$ cat config.mk
export PLATFORM = sky130hd
export DESIGN_NAME = clock_calendar_counter_core
export DESIGN_NICKNAME = d
export VERILOG_FILES = /design/src/rtl/core/clkcal_pkg.sv /design/src/rtl/core/clock_calendar_counter_core.sv /design/src/rtl/core/clkcal_update.sv
export SDC_FILE = /design/constraint.sdc
export NUM_CORES = 1
export LEC_CHECK = 0
export ABC_CLOCK_PERIOD_IN_PS = 11100
export BUFFER_PORTS_ARGS = -buffer_cell sky130_fd_sc_hd__buf_2
export CAP_MARGIN = 20
export CORE_ASPECT_RATIO = 0.75
export CORE_MARGIN = 2
export CORE_UTILIZATION = 43
export CTS_CLUSTER_DIAMETER = 80
export DETAILED_ROUTE_END_ITERATION = 8
export HOLD_SLACK_MARGIN = 0.02
export SETUP_SLACK_MARGIN = 0.5
export SLEW_MARGIN = 10
export SYNTH_ARGS = -nofsm -noshare
export SYNTH_HDL_FRONTEND = slang
export SYNTH_HIERARCHICAL = 1
export SYNTH_SLANG_ARGS = --single-unit
$ cat constraint.sdc
create_clock -name clock -period 11.1 [get_ports clock]
set_input_delay 2.22 -clock clock [delete_from_list [all_inputs] [get_ports clock]]
set_output_delay 2.22 -clock clock [all_outputs]
set_load 0.02 [all_outputs]
$ cat src/rtl/core/clkcal_pkg.sv
// ----------------------------------------------------------------------------
// clkcal_pkg
// Types, codes and helper functions shared by the clock calendar counter.
// ----------------------------------------------------------------------------
package clkcal_pkg;

   // Operation carried by one request word.
   typedef enum logic {
      OP_TICK = 1'b0,
      OP_SET  = 1'b1
   } opcode_type;

   // Field group selected by a set operation.
   typedef enum logic {
      ROW_TIME = 1'b0,
      ROW_DATE = 1'b1
   } row_type;

   // Digit positions within a row.
   localparam logic [2:0] COL_FIRST_TENS   = 3'd0;
   localparam logic [2:0] COL_FIRST_UNITS  = 3'd1;
   localparam logic [2:0] COL_SEP_A        = 3'd2;
   localparam logic [2:0] COL_SECOND_TENS  = 3'd3;
   localparam logic [2:0] COL_SECOND_UNITS = 3'd4;
   localparam logic [2:0] COL_SEP_B        = 3'd5;
   localparam logic [2:0] COL_THIRD_TENS   = 3'd6;
   localparam logic [2:0] COL_THIRD_UNITS  = 3'd7;

   // Field limits.
   localparam logic [4:0] HOUR_MAX  = 5'd23;
   localparam logic [5:0] MIN_MAX   = 6'd59;
   localparam logic [5:0] SEC_MAX   = 6'd59;
   localparam logic [3:0] MONTH_MAX = 4'd12;
   localparam logic [6:0] YEAR_MAX  = 7'd99;
   localparam logic [4:0] LEAP_FEB  = 5'd29;
   localparam logic [4:0] LONG_DAYS = 5'd31;
   localparam logic [3:0] FEBRUARY  = 4'd2;

   // Days per month, January first.
   localparam logic [4:0] MONTH_DAYS [12] = '{
      5'd31, 5'd28, 5'd31, 5'd30, 5'd31, 5'd30,
      5'd31, 5'd31, 5'd30, 5'd31, 5'd30, 5'd31
   };

   // One decoded request word.
   typedef struct packed {
      opcode_type opcode;
      row_type    row;
      logic [2:0] column;
      logic [3:0] digit;
   } cmd_type;

   // Complete clock and calendar state.
   typedef struct packed {
      logic [4:0] hours;
      logic [5:0] minutes;
      logic [5:0] seconds;
      logic [4:0] day;
      logic [3:0] month;
      logic [6:0] year;
   } calendar_type;

   // Reset value of the calendar: midnight, first of January, year zero.
   localparam calendar_type CAL_RESET = '{
      hours: 5'd0, minutes: 6'd0, seconds: 6'd0,
      day: 5'd1, month: 4'd1, year: 7'd0
   };

   // Length of a month; February gets one more day when the year is a
   // multiple of four. Months outside the legal range read as 31 days.
   function automatic logic [4:0] days_in(logic [3:0] month, logic [6:0] year);
      logic [4:0] len;
      if (month == FEBRUARY && year[1:0] == 2'b00) begin
         len = LEAP_FEB;
      end else if (month >= 4'd1 && month <= MONTH_MAX) begin
         len = MONTH_DAYS[month - 4'd1];
      end else begin
         len = LONG_DAYS;
      end
      return len;
   endfunction

   // Replace the tens or units decimal digit of a value below 100. The
   // quotient by ten uses the reciprocal 205/2048, exact over this range.
   function automatic logic [7:0] put_digit(logic [6:0] value, logic tens_pos,
                                            logic [3:0] digit);
      logic [14:0] prod;
      logic [3:0]  quo;
      logic [3:0]  rem;
      logic [7:0]  res;
      prod = 15'(value) * 15'd205;
      quo  = prod[14:11];
      rem  = 4'(value - 7'(({3'b000, quo} << 3) + ({3'b000, quo} << 1)));
      if (tens_pos) begin
         res = ({4'b0000, digit} << 3) + ({4'b0000, digit} << 1) + {4'b0000, rem};
      end else begin
         res = ({4'b0000, quo} << 3) + ({4'b0000, quo} << 1) + {4'b0000, digit};
      end
      return res;
   endfunction

endpackage

$ cat src/rtl/core/clock_calendar_counter_core.sv
// ----------------------------------------------------------------------------
// clock_calendar_counter_core
// Real-time clock and calendar with tick and digit-set requests.
// ----------------------------------------------------------------------------
// Usage:
//   The req channel carries one word per operation: a one-second tick or a
//   set of one decimal digit of the field chosen by row and column. Every
//   req word yields exactly one rsp word holding all six current values
//   (hours, minutes, seconds, day, month, year) after the operation.
//   A req word is captured in an input register; from there it updates the
//   calendar registers, which also drive the rsp payload, as soon as the
//   rsp slot is empty or its word is being taken. One word per cycle is
//   sustained while the receiver keeps taking rsp words: req_ready stays
//   high while the rsp word is being taken.
//   When the receiver stalls, the calendar holds and the rsp payload stays
//   fixed; one more req word is buffered in the input register, after
//   which req_ready drops until rsp_ready returns.
//   Synchronous reset sets the time to 00:00:00, the date to day 1,
//   month 1, year 0, and empties both channels.
// ----------------------------------------------------------------------------
module clock_calendar_counter_core (
   input  logic       clock,
   input  logic       reset,
   input  logic       req_valid,
   output logic       req_ready,
   input  logic       req_opcode,
   input  logic       req_row,
   input  logic [2:0] req_column,
   input  logic [3:0] req_digit,
   output logic       rsp_valid,
   input  logic       rsp_ready,
   output logic [4:0] rsp_hours,
   output logic [5:0] rsp_minutes,
   output logic [5:0] rsp_seconds,
   output logic [4:0] rsp_day_of_month,
   output logic [3:0] rsp_month_number,
   output logic [6:0] rsp_year_of_century
);
   import clkcal_pkg::*;

   cmd_type      cmd_ff;
   cmd_type      cmd_in;
   logic         cmd_valid_ff;
   logic         cmd_valid_in;
   calendar_type cal_ff;
   calendar_type cal_in;
   calendar_type cal_next;
   logic         rsp_valid_ff;
   logic         rsp_valid_in;
   logic         advance;

   // A buffered word moves on when the result slot is empty or being taken.
   assign advance   = cmd_valid_ff && (!rsp_valid_ff || rsp_ready);
   assign req_ready = !cmd_valid_ff || advance;

   // Input register control.
   always_comb begin
      cmd_in       = cmd_ff;
      cmd_valid_in = cmd_valid_ff;
      if (req_ready) begin
         cmd_valid_in = req_valid;
         if (req_valid) begin
            cmd_in.opcode = opcode_type'(req_opcode);
            cmd_in.row    = row_type'(req_row);
            cmd_in.column = req_column;
            cmd_in.digit  = req_digit;
         end
      end
   end

   clkcal_update u_update (
      .cmd (cmd_ff),
      .cur (cal_ff),
      .nxt (cal_next)
   );

   // Calendar registers double as the result register.
   always_comb begin
      cal_in       = advance ? cal_next : cal_ff;
      rsp_valid_in = advance || (rsp_valid_ff && !rsp_ready);
   end

   always_ff @(posedge clock) begin
      if (reset) begin
         cmd_valid_ff <= 1'b0;
         rsp_valid_ff <= 1'b0;
         cal_ff       <= CAL_RESET;
      end else begin
         cmd_valid_ff <= cmd_valid_in;
         rsp_valid_ff <= rsp_valid_in;
         cal_ff       <= cal_in;
      end
   end

   // Input payload needs no reset.
   always_ff @(posedge clock) begin
      cmd_ff <= cmd_in;
   end

   assign rsp_valid           = rsp_valid_ff;
   assign rsp_hours           = cal_ff.hours;
   assign rsp_minutes         = cal_ff.minutes;
   assign rsp_seconds         = cal_ff.seconds;
   assign rsp_day_of_month    = cal_ff.day;
   assign rsp_month_number    = cal_ff.month;
   assign rsp_year_of_century = cal_ff.year;

endmodule

$ cat src/rtl/core/clkcal_update.sv
// ----------------------------------------------------------------------------
// clkcal_update
// Next-state logic: one-second tick with cascaded rollover, or digit set
// followed by clamping of the selected row.
// ----------------------------------------------------------------------------
module clkcal_update (
   input  clkcal_pkg::cmd_type      cmd,
   input  clkcal_pkg::calendar_type cur,
   output clkcal_pkg::calendar_type nxt
);
   import clkcal_pkg::*;

   calendar_type tick_val;
   calendar_type set_val;

   logic sec_wrap;
   logic min_wrap;
   logic hour_wrap;
   logic day_wrap;
   logic month_wrap;

   logic [1:0] field_sel;
   logic       tens_pos;
   logic [6:0] field_cur;
   logic [7:0] field_new;

   logic [7:0] raw_first;
   logic [7:0] raw_second;
   logic [7:0] raw_third;
   logic [3:0] month_clamped;
   logic [6:0] year_clamped;
   logic [4:0] month_len;
   logic [4:0] day_clamped;

   // Tick: a field wraps at its limit, but only when the one below it wraps too.
   always_comb begin
      sec_wrap   = (cur.seconds == SEC_MAX);
      min_wrap   = sec_wrap && (cur.minutes == MIN_MAX);
      hour_wrap  = min_wrap && (cur.hours == HOUR_MAX);
      day_wrap   = hour_wrap && (cur.day == days_in(cur.month, cur.year));
      month_wrap = day_wrap && (cur.month == MONTH_MAX);

      tick_val.seconds = sec_wrap ? 6'd0 : cur.seconds + 6'd1;
      tick_val.minutes = min_wrap ? 6'd0 : (sec_wrap ? cur.minutes + 6'd1 : cur.minutes);
      tick_val.hours   = hour_wrap ? 5'd0 : (min_wrap ? cur.hours + 5'd1 : cur.hours);
      tick_val.day     = day_wrap ? 5'd1 : (hour_wrap ? cur.day + 5'd1 : cur.day);
      tick_val.month   = month_wrap ? 4'd1 : (day_wrap ? cur.month + 4'd1 : cur.month);
      if (month_wrap) begin
         tick_val.year = (cur.year == YEAR_MAX) ? 7'd0 : cur.year + 7'd1;
      end else begin
         tick_val.year = cur.year;
      end
   end

   // Set: decode the digit position. Field select 3 means a separator.
   always_comb begin
      unique case (cmd.column)
         COL_FIRST_TENS, COL_FIRST_UNITS:   field_sel = 2'd0;
         COL_SECOND_TENS, COL_SECOND_UNITS: field_sel = 2'd1;
         COL_THIRD_TENS, COL_THIRD_UNITS:   field_sel = 2'd2;
         default:                           field_sel = 2'd3;
      endcase
      tens_pos = (cmd.column == COL_FIRST_TENS) || (cmd.column == COL_SECOND_TENS) ||
                 (cmd.column == COL_THIRD_TENS);
   end

   // Set: pick the current value of the addressed field and patch one digit.
   always_comb begin
      if (cmd.row == ROW_TIME) begin
         case (field_sel)
            2'd0:    field_cur = {2'b00, cur.hours};
            2'd1:    field_cur = {1'b0, cur.minutes};
            default: field_cur = {1'b0, cur.seconds};
         endcase
      end else begin
         case (field_sel)
            2'd0:    field_cur = {3'b000, cur.month};
            2'd1:    field_cur = {2'b00, cur.day};
            default: field_cur = cur.year;
         endcase
      end
      field_new = put_digit(field_cur, tens_pos, cmd.digit);
   end

   // Set: build raw field values, then clamp the addressed row.
   always_comb begin
      if (cmd.row == ROW_TIME) begin
         raw_first  = {3'b000, cur.hours};
         raw_second = {2'b00, cur.minutes};
         raw_third  = {2'b00, cur.seconds};
      end else begin
         raw_first  = {4'b0000, cur.month};
         raw_second = {3'b000, cur.day};
         raw_third  = {1'b0, cur.year};
      end
      if (field_sel == 2'd0) raw_first  = field_new;
      if (field_sel == 2'd1) raw_second = field_new;
      if (field_sel == 2'd2) raw_third  = field_new;

      // Date clamping: month first, then year, then day against the month.
      if (raw_first > {4'b0000, MONTH_MAX}) begin
         month_clamped = MONTH_MAX;
      end else if (raw_first == 8'd0) begin
         month_clamped = 4'd1;
      end else begin
         month_clamped = raw_first[3:0];
      end
      year_clamped = (raw_third > {1'b0, YEAR_MAX}) ? YEAR_MAX : raw_third[6:0];
      month_len    = days_in(month_clamped, year_clamped);
      if (raw_second > {3'b000, month_len}) begin
         day_clamped = month_len;
      end else if (raw_second == 8'd0) begin
         day_clamped = 5'd1;
      end else begin
         day_clamped = raw_second[4:0];
      end

      set_val = cur;
      if (cmd.row == ROW_TIME) begin
         set_val.hours   = (raw_first > {3'b000, HOUR_MAX}) ? HOUR_MAX : raw_first[4:0];
         set_val.minutes = (raw_second > {2'b00, MIN_MAX}) ? MIN_MAX : raw_second[5:0];
         set_val.seconds = (raw_third > {2'b00, SEC_MAX}) ? SEC_MAX : raw_third[5:0];
      end else begin
         set_val.month = month_clamped;
         set_val.day   = day_clamped;
         set_val.year  = year_clamped;
      end
   end

   assign nxt = (cmd.opcode == OP_TICK) ? tick_val : set_val;

endmodule

==> impl_metrics.prom <==
# TYPE chip_impl_metric gauge
chip_impl_metric{name="first_pass_grt_wire_length",unit="mm"} 29.04
chip_impl_metric{name="cts_max_path_buffers",unit=""} 2
chip_impl_metric{name="gpl.final_weighted_congestion",unit=""} 0.9318
chip_impl_metric{name="r2r.worst_path.cells",unit=""} 42
chip_impl_metric{name="drt_wl_total",unit="mm"} 17.51
chip_impl_info{name="crit_end",value="rsp_day_of_month[0]"} 1
chip_impl_metric{name="postSynthCellCount",unit=""} 770
chip_impl_info{name="run_status",value="finished clean"} 1
chip_impl_metric{name="detailed_routing_iteration_count_for_the_pre_antenna_repair_pass",unit=""} 5
chip_impl_info{name="setup.worst_path.end_class",value="flip-flop"} 1
chip_impl_metric{name="die-width",unit="um"} 140.6
chip_impl_info{name="dominantRegCellSynth",value="sky130_fd_sc_hd__dfxtp_1"} 1
chip_impl_info{name="hold_path.class",value="flip-flop to flip-flop"} 1
chip_impl_metric{name="hold_ws",unit="ns"} 0.5249
chip_impl_metric{name="avgViaCountPerCell",unit=""} 5.925
chip_impl_metric{name="critical_path.max_fanout",unit=""} 34
chip_impl_metric{name="synth.ff_latch_count",unit=""} 44
chip_impl_metric{name="drcViolationCount",unit=""} 0
chip_impl_metric{name="synth-edff-count",unit=""} 9
chip_impl_metric{name="clk_pin_slew",unit="ns"} 0.07
chip_impl_metric{name="layout.nets",unit=""} 880
chip_impl_metric{name="postSynthAreaPerCell",unit="um2"} 7.816
chip_impl_metric{name="timing.final.crit_period",unit="ns"} 9.696
chip_impl_metric{name="power_leakage",unit="nW"} 2.915
chip_impl_metric{name="synthesis_warning_total",unit=""} 6
chip_impl_metric{name="fin_worst_skew",unit="ns"} 0.009655
chip_impl_metric{name="detail_route.iter0.violations",unit=""} 465
chip_impl_metric{name="fillers",unit=""} 1381
chip_impl_metric{name="crit_required",unit="ns"} 11.32
chip_impl_metric{name="core_region_area",unit="um2"} 13700
chip_impl_metric{name="ir_drop",unit="uV"} 55.82
chip_impl_metric{name="clk-insertion-delay-late",unit="ns"} 0.29
chip_impl_metric{name="maximum_number_of_pins_on_one_net_before_global_route_repair",unit=""} 69
chip_impl_metric{name="area_growth_syn_to_layout",unit="%"} 7.547
chip_impl_metric{name="fin_setup_tns",unit="ns"} 0
chip_impl_metric{name="max_clock_freq",unit="GHz"} 0.1031
chip_impl_metric{name="max_cap_viols",unit=""} 0
chip_impl_metric{name="setup_viol_count_final",unit=""} 0
chip_impl_info{name="worstReg2RegStart",value="cmd_ff[7]"} 1
chip_impl_info{name="critical_path.startpoint_type",value="flip-flop"} 1
chip_impl_metric{name="synth_cell_type_count",unit=""} 79
chip_impl_metric{name="relSlewSlack",unit=""} 0.4002
chip_impl_metric{name="initial_antenna_violation_count",unit=""} 0
chip_impl_metric{name="cts_inserted_buffers",unit=""} 5
chip_impl_metric{name="critPathArrivalTime",unit="ns"} 9.92
chip_impl_metric{name="initial_core_util",unit=""} 0.4392
chip_impl_metric{name="ios",unit=""} 48
chip_impl_info{name="critical-path-slowest-cell",value="sky130_fd_sc_hd__edfxtp_1"} 1
chip_impl_info{name="cts_tree",value="built"} 1
chip_impl_metric{name="netlist.area_leader.share",unit=""} 0.1310
chip_impl_info{name="setup_repair_after_global_routing_missed_its_margin",value="false"} 1
chip_impl_metric{name="wl_per_cell",unit="um"} 18.09
chip_impl_metric{name="pwr_density_cell",unit="nW/um2"} 103.5
chip_impl_metric{name="cts.hold.buffers_added",unit=""} 0
chip_impl_metric{name="diodes",unit=""} 0
chip_impl_metric{name="die_y_extent",unit="um"} 106.5
chip_impl_metric{name="fraction_of_synthesis_flops_using_an_asynchronous_set_or_reset_pin",unit=""} 0
chip_impl_metric{name="first_global_vias",unit=""} 5581
chip_impl_info{name="path_common_cell",value="sky130_fd_sc_hd__ha_1"} 1
chip_impl_metric{name="ant_nets",unit=""} 0
chip_impl_metric{name="ff2ff_setup_slack",unit="ns"} 1.40
chip_impl_info{name="critical_path_class",value="flip-flop to flip-flop"} 1
chip_impl_metric{name="grt_overflow_total",unit=""} 0
chip_impl_info{name="cts_root_buf",value="sky130_fd_sc_hd__clkbuf_16"} 1
chip_impl_metric{name="syn-num-nets",unit=""} 858
chip_impl_metric{name="floorplan.die_area",unit="um2"} 14970
chip_impl_metric{name="input_output_buffers",unit=""} 47
chip_impl_metric{name="min_period_over_period",unit=""} 0.8735
chip_impl_metric{name="global_route.usage.total",unit=""} 0.2394
chip_impl_info{name="critPathLaunch",value="cmd_ff[7]"} 1
chip_impl_metric{name="synthesis.area",unit="um2"} 6018
chip_impl_info{name="most_common_cell_after_layout_fill_and_taps_aside",value="sky130_fd_sc_hd__nand2b_1"} 1
chip_impl_info{name="layout.cells.most_common_list",value="sky130_fd_sc_hd__nand2b_1 (66), sky130_fd_sc_hd__nand2_1 (64), sky130_fd_sc_hd__ha_1 (63), sky130_fd_sc_hd__inv_1 (57), sky130_fd_sc_hd__nor2_1 (52)"} 1
chip_impl_metric{name="seq_area_frac_synth",unit=""} 0.1613
chip_impl_metric{name="core.rowCount",unit=""} 37
chip_impl_metric{name="critical_path.max_stage_delay",unit="ns"} 0.57
chip_impl_metric{name="report.final.slew_viol_count",unit=""} 0
chip_impl_info{name="synth.area.top_cells",value="sky130_fd_sc_hd__ha_1 (13%), sky130_fd_sc_hd__dfxtp_1 (12%), sky130_fd_sc_hd__mux2i_1 (8.5%)"} 1
chip_impl_metric{name="number_of_h_tree_branching_levels",unit=""} 2
chip_impl_info{name="timing.hold.worst.start",value="cmd_valid_ff"} 1
chip_impl_metric{name="drive_above_1_share",unit=""} 0.1211
chip_impl_metric{name="final-hold-violation-count",unit=""} 0
chip_impl_metric{name="clock_sink_total",unit=""} 44
chip_impl_metric{name="vias",unit=""} 5735
chip_impl_info{name="rr_endpoint",value="rsp_day_of_month[0]"} 1
chip_impl_info{name="synth_top_area_cell",value="sky130_fd_sc_hd__ha_1"} 1
chip_impl_metric{name="timing_worst_slew_pin_value",unit="ns"} 0.8997
chip_impl_metric{name="dp.final_hpwl",unit="mm"} 13.66
==> through the flow <==
stage / power [W] / std cells / area, um2 / util / setup WS [ns]
2_1_floorplan: 0.0004315 / 770 / 6018 / - / 1.553
3_3_place_gp: 0.0005120 / 955 / 6281 / 0.4584 / 1.089
3_5_place_dp: 0.0005175 / 955 / 6281 / 0.4584 / 0.7919
4_1_cts: 0.0006664 / 963 / 6419 / 0.4684 / 0.7360
5_1_grt: 0.0007275 / 968 / 6472 / 0.4723 / 0.5274
6_report: 0.0006702 / 968 / 6472 / 0.4723 / 1.404
==> logic make-up (layout without fill, tap and decap cells) <==
kind of cell    Yosys count  count (layout)  synth area share
fa+ha+maj                75              75            0.1709
mux                      62              62            0.1060
compound gates          188             188            0.2071
simple gates            278             278            0.2435
xor+xnor                 23              23           0.03347
buf+inv                 100             123           0.07776
flops                    44              44            0.1613
==> state kept, by name, indices dropped and copies added, names as in the netlist, 4 cells and up <==
name	cells
rsp_seconds	6
rsp_hours	5
rsp_minutes	6
rsp_month_number	4
rsp_day_of_month	5
rsp_year_of_century	7
cmd_ff	9
==> final cells by class <==
class / instances / area, um2 / share of cell area
multi-input cells: 626 / 4601 / 0.7108
flip-flops and latches: 44 / 970.9 / 0.1500
repair buffers: 58 / 330.3 / 0.05103
well taps: 175 / 219.0 / 0.03383
inverters: 57 / 214.0 / 0.03306
clock buffers: 7 / 132.6 / 0.02049
clock inverters: 1 / 5.005 / 0.0007732
==> how the worst min path moves through the flow <==
stage / to / cells past startpoint
finish: cmd_valid_ff / 2
global route: rsp_valid / 2
CTS: cmd_valid_ff / 2
detailed placement: cmd_valid_ff / 2
global placement: cmd_valid_ff / 2
floorplan: rsp_valid / 2
==> worst max-delay path, delay by kind of cell (launching register included) <==
kind / cells / cell delay, ns
adder cells (fa/ha/maj): 9 / 3.14
AO/OA/AOI/OAI: 16 / 2.85
AND/OR/NAND/NOR: 9 / 1.80
flip-flops: 1 / 0.57
multiplexers: 2 / 0.56
buffers and inverters: 4 / 0.40
XOR/XNOR: 2 / 0.27
==> where the power goes <==
part	total [W]	switching (W)	leakage (nW)	internal, W
clock network	0.000148	0.0000643	0.0679	0.0000834
logic	0.000339	0.000206	2.48	0.000132
registers	0.000184	0.0000140	0.372	0.000170
total	0.000670	0.000285	2.91	0.000386
==> synthesized netlist by cell type (12+ instances only) <==
library cell / instances
sky130_fd_sc_hd__a21oi_1: 45
sky130_fd_sc_hd__a31oi_1: 12
sky130_fd_sc_hd__clkbuf_1: 27
sky130_fd_sc_hd__dfxtp_1: 35
sky130_fd_sc_hd__fa_1: 12
sky130_fd_sc_hd__ha_1: 63
sky130_fd_sc_hd__inv_1: 57
sky130_fd_sc_hd__mux2i_1: 51
sky130_fd_sc_hd__nand2_1: 64
sky130_fd_sc_hd__nand2b_1: 66
sky130_fd_sc_hd__nand3_1: 24
sky130_fd_sc_hd__nor2_1: 53
sky130_fd_sc_hd__o21ai_0: 49
sky130_fd_sc_hd__xnor2_1: 13
==> timing repair <==
| item | CTS | global route |
|---|---|---|
| setup endpoints to repair | 0 | 2 |
| gates resized for setup | 0 | 6 |
| setup buffers | 0 | 5 |
==> per-layer routing <==
metal  GRT usage  part of all wire  wire [um]  vias up
met1      0.3552              0.51       8883     2714
li1            -                 -          -     2787
met3     0.04730             0.065       1138       18
met5           0                 0          0        -
met4     0.04357             0.012        212        0
met2      0.3617              0.42       7276      216
No activity file was read; power rests on OpenSTA's default activity.
